===== src/hdl/modexp_pkg.sv =====
// Shared constants and control types for the modular exponentiation block.
`timescale 1ns / 1ps

package modexp_pkg;

    // Operand width of the modular arithmetic; fields stay 32 bits.
    localparam int MOD_BITS  = 32;
    localparam int FIELD_W   = 32;
    localparam int EXP_WIDTH = 32;
    localparam int CNT_W     = $clog2(MOD_BITS);
    localparam int BIT_IDX_W = $clog2(EXP_WIDTH);
    localparam int CFG_IDX_W = 2;

    localparam logic [CFG_IDX_W-1:0] REG_EXPONENT = CFG_IDX_W'(0);
    localparam logic [CFG_IDX_W-1:0] REG_MODULUS  = CFG_IDX_W'(1);

    localparam logic [FIELD_W-1:0] EXPONENT_RESET = FIELD_W'(65537);
    localparam logic [FIELD_W-1:0] MODULUS_RESET  = FIELD_W'(1);

    // Operand routing for one modular multiply.
    typedef enum logic [1:0] {
        OP_REDUCE,
        OP_SQUARE,
        OP_MULT
    } opsel_t;

    typedef struct packed {
        logic   load;
        logic   exp_zero;
        logic   mul_go;
        opsel_t sel;
    } modexp_cmd_t;

    typedef struct packed {
        logic mod_zero;
        logic mul_done;
    } modexp_status_t;

endpackage


===== src/hdl/modexp_dp.sv =====
// Datapath: base and accumulator registers and the bit-serial modular multiplier.
`timescale 1ns / 1ps

module modexp_dp
    import modexp_pkg::*;
(
    input  logic                 clk,
    input  logic                 rst_n,
    input  modexp_cmd_t          cmd,
    input  logic [FIELD_W-1:0]   base,
    input  logic [FIELD_W-1:0]   modulus,
    output modexp_status_t       status,
    output logic [FIELD_W-1:0]   power_mod
);

    logic [MOD_BITS-1:0] m;
    logic [MOD_BITS-1:0] one_mod;

    logic [MOD_BITS-1:0] base_reg, base_next;
    logic [MOD_BITS-1:0] acc_reg, acc_next;
    logic [MOD_BITS-1:0] r_reg, r_next;
    logic [MOD_BITS-1:0] x_reg, x_next;
    logic [MOD_BITS-1:0] y_reg, y_next;
    logic [CNT_W-1:0]    cnt_reg, cnt_next;
    logic                run_reg, run_next;
    opsel_t              sel_reg, sel_next;

    logic [MOD_BITS-1:0] r_dbl;
    logic [MOD_BITS-1:0] r_step;
    logic                mul_done;

    // a + b mod m for a, b below m; the carry bit covers the overflow case.
    function automatic logic [MOD_BITS-1:0] add_mod(
        input logic [MOD_BITS-1:0] a,
        input logic [MOD_BITS-1:0] b,
        input logic [MOD_BITS-1:0] md
    );
        logic [MOD_BITS:0] s;
        s = {1'b0, a} + {1'b0, b};
        if (s >= {1'b0, md})
        begin
            s = s - {1'b0, md};
        end
        return s[MOD_BITS-1:0];
    endfunction

    assign m       = MOD_BITS'(modulus);
    assign one_mod = (m == MOD_BITS'(1)) ? '0 : MOD_BITS'(1);

    // One multiplier bit per cycle, most significant first.
    assign r_dbl    = add_mod(r_reg, r_reg, m);
    assign r_step   = y_reg[MOD_BITS-1] ? add_mod(r_dbl, x_reg, m) : r_dbl;
    assign mul_done = run_reg && (cnt_reg == '0);

    always_comb
    begin
        base_next = base_reg;
        acc_next  = acc_reg;
        r_next    = r_reg;
        x_next    = x_reg;
        y_next    = y_reg;
        cnt_next  = cnt_reg;
        run_next  = run_reg;
        sel_next  = sel_reg;

        if (cmd.load)
        begin
            base_next = MOD_BITS'(base);
            if (cmd.exp_zero)
            begin
                acc_next = MOD_BITS'(1);
            end
            else if (m == '0)
            begin
                acc_next = '0;
            end
            else
            begin
                acc_next = one_mod;
            end
        end

        if (cmd.mul_go)
        begin
            r_next   = '0;
            cnt_next = CNT_W'(MOD_BITS - 1);
            run_next = 1'b1;
            sel_next = cmd.sel;
            unique case (cmd.sel)
                OP_REDUCE:
                begin
                    // base * (1 mod m) reduces the base
                    x_next = acc_reg;
                    y_next = base_reg;
                end
                OP_SQUARE:
                begin
                    x_next = acc_reg;
                    y_next = acc_reg;
                end
                OP_MULT:
                begin
                    x_next = base_reg;
                    y_next = acc_reg;
                end
                default:
                begin
                    x_next = acc_reg;
                    y_next = acc_reg;
                end
            endcase
        end
        else if (run_reg)
        begin
            r_next = r_step;
            y_next = {y_reg[MOD_BITS-2:0], 1'b0};
            if (cnt_reg == '0)
            begin
                run_next = 1'b0;
                if (sel_reg == OP_REDUCE)
                begin
                    base_next = r_step;
                end
                else
                begin
                    acc_next = r_step;
                end
            end
            else
            begin
                cnt_next = cnt_reg - CNT_W'(1);
            end
        end
    end

    always_ff @(posedge clk or negedge rst_n)
    begin
        if (!rst_n)
        begin
            run_reg <= 1'b0;
            cnt_reg <= '0;
            sel_reg <= OP_SQUARE;
        end
        else
        begin
            run_reg <= run_next;
            cnt_reg <= cnt_next;
            sel_reg <= sel_next;
        end
    end

    always_ff @(posedge clk)
    begin
        base_reg <= base_next;
        acc_reg  <= acc_next;
        r_reg    <= r_next;
        x_reg    <= x_next;
        y_reg    <= y_next;
    end

    assign status.mod_zero = (m == '0);
    assign status.mul_done = mul_done;
    assign power_mod       = FIELD_W'(acc_reg);

endmodule


===== src/hdl/modexp_ctrl.sv =====
// Controller: walks the exponent bits and sequences the modular multiplies.
`timescale 1ns / 1ps

module modexp_ctrl
    import modexp_pkg::*;
(
    input  logic                 clk,
    input  logic                 rst_n,
    input  logic                 start,
    input  logic [FIELD_W-1:0]   exponent,
    input  modexp_status_t       status,
    output modexp_cmd_t          cmd,
    output logic                 busy,
    output logic                 done
);

    typedef enum logic [2:0] {
        ST_IDLE,
        ST_RED_GO,
        ST_RED_WAIT,
        ST_SQ_GO,
        ST_SQ_WAIT,
        ST_ML_GO,
        ST_ML_WAIT,
        ST_FINISH
    } state_t;

    state_t                state_reg, state_next;
    logic [BIT_IDX_W-1:0]  bit_idx_reg, bit_idx_next;
    logic                  exp_zero;
    logic                  exp_bit;

    assign exp_zero = (exponent == '0);
    assign exp_bit  = exponent[bit_idx_reg];

    always_comb
    begin
        state_next   = state_reg;
        bit_idx_next = bit_idx_reg;
        cmd.load     = 1'b0;
        cmd.exp_zero = exp_zero;
        cmd.mul_go   = 1'b0;
        cmd.sel      = OP_SQUARE;
        busy         = 1'b1;
        done         = 1'b0;

        unique case (state_reg)
            ST_IDLE:
            begin
                busy = 1'b0;
                if (start)
                begin
                    cmd.load     = 1'b1;
                    bit_idx_next = BIT_IDX_W'(EXP_WIDTH - 1);
                    state_next   = (exp_zero || status.mod_zero) ? ST_FINISH : ST_RED_GO;
                end
            end
            ST_RED_GO:
            begin
                cmd.mul_go = 1'b1;
                cmd.sel    = OP_REDUCE;
                state_next = ST_RED_WAIT;
            end
            ST_RED_WAIT:
            begin
                if (status.mul_done)
                begin
                    state_next = ST_SQ_GO;
                end
            end
            ST_SQ_GO:
            begin
                cmd.mul_go = 1'b1;
                cmd.sel    = OP_SQUARE;
                state_next = ST_SQ_WAIT;
            end
            ST_SQ_WAIT:
            begin
                if (status.mul_done)
                begin
                    if (exp_bit)
                    begin
                        state_next = ST_ML_GO;
                    end
                    else if (bit_idx_reg == '0)
                    begin
                        state_next = ST_FINISH;
                    end
                    else
                    begin
                        bit_idx_next = bit_idx_reg - BIT_IDX_W'(1);
                        state_next   = ST_SQ_GO;
                    end
                end
            end
            ST_ML_GO:
            begin
                cmd.mul_go = 1'b1;
                cmd.sel    = OP_MULT;
                state_next = ST_ML_WAIT;
            end
            ST_ML_WAIT:
            begin
                if (status.mul_done)
                begin
                    if (bit_idx_reg == '0)
                    begin
                        state_next = ST_FINISH;
                    end
                    else
                    begin
                        bit_idx_next = bit_idx_reg - BIT_IDX_W'(1);
                        state_next   = ST_SQ_GO;
                    end
                end
            end
            ST_FINISH:
            begin
                done       = 1'b1;
                state_next = ST_IDLE;
            end
            default:
            begin
                state_next = ST_IDLE;
            end
        endcase
    end

    always_ff @(posedge clk or negedge rst_n)
    begin
        if (!rst_n)
        begin
            state_reg   <= ST_IDLE;
            bit_idx_reg <= '0;
        end
        else
        begin
            state_reg   <= state_next;
            bit_idx_reg <= bit_idx_next;
        end
    end

endmodule


===== src/hdl/modular_exponentiation.sv =====
// Top level: configuration registers, controller and datapath of the modular exponentiator.
//
//  channel   signals                                   request taken when
//  -------   ---------------------------------------   ------------------------
//  input     start, busy, base[31:0]                   start && !busy
//  result    done, power_mod[31:0]                     done (one cycle)
//  config    cfg_valid, cfg_ready, cfg_index, cfg_data cfg_valid && cfg_ready
//
// One request at a time. Exponent zero or modulus zero: result in the cycle after accept.
// Otherwise the exponent is scanned over all 32 bits: a base reduction, then per bit a
// square and, for a set bit, a multiply, each run bit-serially in the multiplier; the
// next request can be taken in the cycle after the result. Reset clears the controller
// and restores exponent 65537, modulus 1. Config writes are ready only while idle with
// start low; the receiver takes done unconditionally.
`timescale 1ns / 1ps

module modular_exponentiation
    import modexp_pkg::*;
(
    input  logic                  clk,
    input  logic                  rst_n,
    input  logic                  start,
    output logic                  busy,
    input  logic [FIELD_W-1:0]    base,
    output logic                  done,
    output logic [FIELD_W-1:0]    power_mod,
    input  logic                  cfg_valid,
    output logic                  cfg_ready,
    input  logic [CFG_IDX_W-1:0]  cfg_index,
    input  logic [FIELD_W-1:0]    cfg_data
);

    logic [FIELD_W-1:0] exponent_reg, exponent_next;
    logic [FIELD_W-1:0] modulus_reg, modulus_next;
    modexp_cmd_t        cmd;
    modexp_status_t     status;

    // Hold off writes while a request is being taken so its settings stay fixed.
    assign cfg_ready = !busy && !start;

    // Drop writes to indexes beyond the register list.
    always_comb
    begin
        exponent_next = exponent_reg;
        modulus_next  = modulus_reg;
        if (cfg_valid && cfg_ready)
        begin
            if (cfg_index == REG_EXPONENT)
            begin
                exponent_next = cfg_data;
            end
            else if (cfg_index == REG_MODULUS)
            begin
                modulus_next = cfg_data;
            end
        end
    end

    always_ff @(posedge clk or negedge rst_n)
    begin
        if (!rst_n)
        begin
            exponent_reg <= EXPONENT_RESET;
            modulus_reg  <= MODULUS_RESET;
        end
        else
        begin
            exponent_reg <= exponent_next;
            modulus_reg  <= modulus_next;
        end
    end

    modexp_ctrl u_ctrl (
        .clk      (clk),
        .rst_n    (rst_n),
        .start    (start),
        .exponent (exponent_reg),
        .status   (status),
        .cmd      (cmd),
        .busy     (busy),
        .done     (done)
    );

    modexp_dp u_dp (
        .clk       (clk),
        .rst_n     (rst_n),
        .cmd       (cmd),
        .base      (base),
        .modulus   (modulus_reg),
        .status    (status),
        .power_mod (power_mod)
    );

endmodule


===== config.mk =====
export PLATFORM = sky130hd
export DESIGN_NAME = modular_exponentiation
export DESIGN_NICKNAME = d
export VERILOG_FILES = /design/src/hdl/modexp_pkg.sv /design/src/hdl/modexp_dp.sv /design/src/hdl/modexp_ctrl.sv /design/src/hdl/modular_exponentiation.sv
export SDC_FILE = /design/constraint.sdc
export NUM_CORES = 1
export LEC_CHECK = 0
export ABC_AREA = 1
export BUFFER_PORTS_ARGS = -buffer_cell sky130_fd_sc_hd__buf_2
export CAP_MARGIN = 30
export CORE_AREA = 2 2 199 201
export CTS_CLUSTER_SIZE = 25
export DETAILED_ROUTE_END_ITERATION = 16
export DIE_AREA = 0 0 201 203
export PLACE_DENSITY = 0.74
export RECOVER_POWER = 25
export SYNTH_ARGS = -nofsm -noshare
export SYNTH_HDL_FRONTEND = slang
export SYNTH_SLANG_ARGS = --single-unit

===== constraint.sdc =====
create_clock -name clk -period 5.9 [get_ports clk]
set_input_delay 0.885 -clock clk [delete_from_list [all_inputs] [get_ports clk]]
set_output_delay 0.885 -clock clk [all_outputs]
set_load 0.005 [all_outputs]

==> results_dict.tcl <==
set metrics [dict create \
    synth_flop_cell "dfxtp_1" \
    ys_warn_count 0 \
    power_mw 5.634 \
    p_leak_nw 14.13 \
    nets 3787 \
    combPwrFrac_pct 40.3 \
    ios 105 \
    finClkSkew_ns 0.02723 \
    drc_errors 0 \
    fp.dieW_um 201 \
    reg2reg_depth 39 \
    synth-xor-area-share_pct 2.434 \
    slew_viol_final 73 \
    via_per_inst 5.551 \
    critPathCaptureType "flop" \
    start_util_pct 49.59 \
    switching_share_pct 37.26 \
    worstPathMaxFanout 7 \
    vias 23050 \
    ant_nets 0 \
    synthMuxAreaShare_pct 0 \
    irDropWorstVdd_uv 222.5 \
    area_growth_pct 40.94 \
    dieArea_um2 40800 \
    max_clock_freq_ghz 0.1745 \
    portBuffers 104 \
    powerDensity_nw_per_um2 209.6 \
    critPathSlowestCell "dfrtp_1" \
    dieHeight_um 203 \
    drtIter0Drc 2747 \
    synthAdderAreaFrac_pct 6.809 \
    gp_congestion 1.076 \
    ys_seq_area_share_pct 30.67 \
    syn_area_um2 19070 \
    worstPathRequired_ns 6.36 \
    syn-instance-count 3031 \
    fin_area_um2 26880 \
    min_path_type "in -> async" \
    r2r_start "modulus_reg[17]" \
    dp_hpwl_mm 68.69 \
    async_reset_ff_share_pct 33.33 \
    htree_levels 1 \
    worstSkewPairLatency_ns 0.58 \
    cp-start-kind "flop" \
    layout-drive-gt1-share_pct 29.25 \
    grt_pass1_wl_mm 126.4 \
    synth_compound_area_share_pct 7.924 \
    hold_viol_final 0 \
    violations "capacitance limit, slew limit" \
    reg2reg_slack_ns 0.17 \
    cts_buffers 25 \
    period_minus_slack_ns 5.732 \
    dr.pass1.iters 6 \
    arrival_ns 6.19 \
    grt_pass1_vias 21360 \
    cpPeakStageDelay_ns 0.35 \
    synth_edf_count 64 \
    grtUsageTotal_pct 40.88 \
    status "finished with violations" \
    syn_area_per_cell_um2 6.293 \
    clock_sinks 240 \
    place_area_um2 23620 \
    power_frac_seq_pct 30.2 \
    setup_violations 0 \
    synth.distinct_cells 50 \
    period_share_pct 97.15 \
    drt_wl_total_mm 87.40 \
    core_um2 38470 \
    cts_tree "yes" \
    synth-simple-area-share_pct 41.06 \
    syn_nets 3203 \
    grt_antenna_before_repair 1 \
    p_clk_share_pct 29.5 \
    grt_max_degree 73 \
    wire_per_inst_um 21.05 \
    cts-root-buf "clkbuf_16" \
    synth_top_family_by_area "simple AND/OR/NAND/NOR gates" \
    max_slew_margin_pct -162.5 \
    ys_seq_elements 240 \
    tightest_slew_ns 3.938 \
    worst_path_most_repeated_cell "nand2_1" \
    r2r-end "u_dp.power_mod[26]" \
    internal_power_mw 3.535 \
    switchingPower_mw 2.100 \
    core.rowCount 72 \
    clk_pin_slew_ns 0.06 \
    grt_overflow_total 0 \
    insertedDiodeCount 0 \
    drv_cap 1 \
    crit_type "reg -> reg" \
    clockBufferDepth 3 \
]
==> power by group through the flow <==
stage / registers [mW] / clock network, mW / logic (mW)
4_1_cts: 1.70 / 1.65 / 1.84
6_report: 1.70 / 1.66 / 2.27
3_5_place_dp: 1.74 / 0 / 1.75
5_1_grt: 1.70 / 1.71 / 2.37
2_1_floorplan: 1.73 / 0 / 0.882
3_3_place_gp: 1.73 / 0 / 1.74
==> logic make-up after synthesis <==
family,Yosys count
fa+ha+maj,102
flops,240
xor+xnor,53
simple gates,1830
compound gates,270
buf+inv,536
==> placed cells by master (no fill, tap or decap), types with 11 or more instances in the layout <==
master     Yosys  routed
o21ai_1       32      35
nor2_2        11      35
a31oi_1       32      32
nand4_1       30      30
nand3_4        0      14
a21oi_2        3      25
nand2_1     1176    1096
dfrtp_1       76      76
clkbuf_16      0      28
and2_1        15      14
nand3b_1      25      25
dfxtp_1       96      95
buf_4          1     509
xor2_1        35      27
nor2_1       185     145
o21ai_0       88      85
inv_1        429     412
nand2_4        3      20
buf_2         27      93
ha_4           0      64
nor2_4         3      19
xnor2_1       18      11
inv_2         18      35
nand3_2       22      48
nor4_1        12      12
ha_1          99      34
nand3_1      298     258
a21oi_1       85      57
clkbuf_1      45      17
edfxtp_1      64      64
nand2_2       25      88
==> Yosys cell counts, drive strengths merged, types with 2 or more instances <==
cell type     n  share of area [%]
a21o          4               0.16
a21oi        89                2.5
a31oi        32                1.0
and2         15               0.49
and3          3              0.098
buf          42                1.4
clkbuf       45               0.89
clkinv        2              0.039
dfrtp        76                 10
dfstp         4               0.55
dfxtp        96                 10
edfxtp       64                 10
fa            3               0.31
ha           99                6.5
inv         447                8.8
nand2      1205                 24
nand3       320                9.0
nand3b       25               0.98
nand4        30               0.98
nor2        200                4.3
nor3         16               0.47
nor4         12               0.39
o211ai        2              0.079
o21ai       120                3.1
o21bai       11               0.43
o221ai        7               0.32
o22ai         2              0.066
or2           3              0.098
xnor2        18               0.83
xor2         35                1.6
==> through the flow <==
step                setup slack [ns]  std cells    TNS, ns  hold slack (ns)  utilization, %
global placement             -0.5050       4059     -19.87           0.4576           61.25
floorplan                      1.128       3031          0           0.4400               -
global route                -0.09116       4152     -2.056           0.2910           69.89
detailed placement           -0.5574       4061     -25.72           0.4620           61.39
finish                        0.1683       4152          0           0.2525           69.89
CTS                        -0.002041       4114  -0.002041           0.1313           64.68
==> final cells by class <==
type	count	area, µm²
Multi-Input combinational cell	2260	13090
Timing Repair Buffer	639	4771
Fill cell	3306	11580
Sequential cell	240	5852
Tap cell	518	648.1
Inverter	449	1685
Clock inverter	15	175.2
Clock buffer	31	658.1
==> critical path: cells and delay by family (launching register included) <==
kind / cells / cell delay, ns
buffers and inverters: 9 / 1.03
and+or+nand+nor: 23 / 2.59
DFF: 1 / 0.35
AOI/OAI and AO/OA: 4 / 0.77
adders and majority gates: 3 / 0.83
==> layer usage <==
metal	share of wire, %	track usage (%)	routed length [µm]	vias to the layer above
li1	-	-	-	10770
met1	39	53.09	34440	10620
met2	45	66.81	39000	1374
met3	9.5	5.923	8346	276
met4	6.4	20.13	5606	2
met5	0.014	0	12	-
==> how the worst max path moves through the flow <==
stage	endpoint	from	slack, ns
finish	u_dp.power_mod[26]	modulus_reg[17]	0.17
global route	u_dp.r_reg[25]	modulus_reg[24]	-0.09
CTS	u_dp.r_reg[28]	modulus_reg[31]	-0.002
detailed placement	u_dp.r_reg[28]	modulus_reg[22]	-0.56
global placement	u_dp.base_reg[28]	modulus_reg[22]	-0.50
floorplan	u_dp.power_mod[29]	modulus_reg[1]	1.13
==> timing repair <==
| action | in CTS | in global routing |
|---|---|---|
| setup buffers | 4 | 32 |
| pin swaps | 9 | 58 |
| gates cloned | 3 | 5 |
| gates resized for setup | 85 | 298 |
| setup endpoints to repair | 96 | 96 |
| hold buffers | 0 | 0 |
Power figures use the tool's default switching activity.
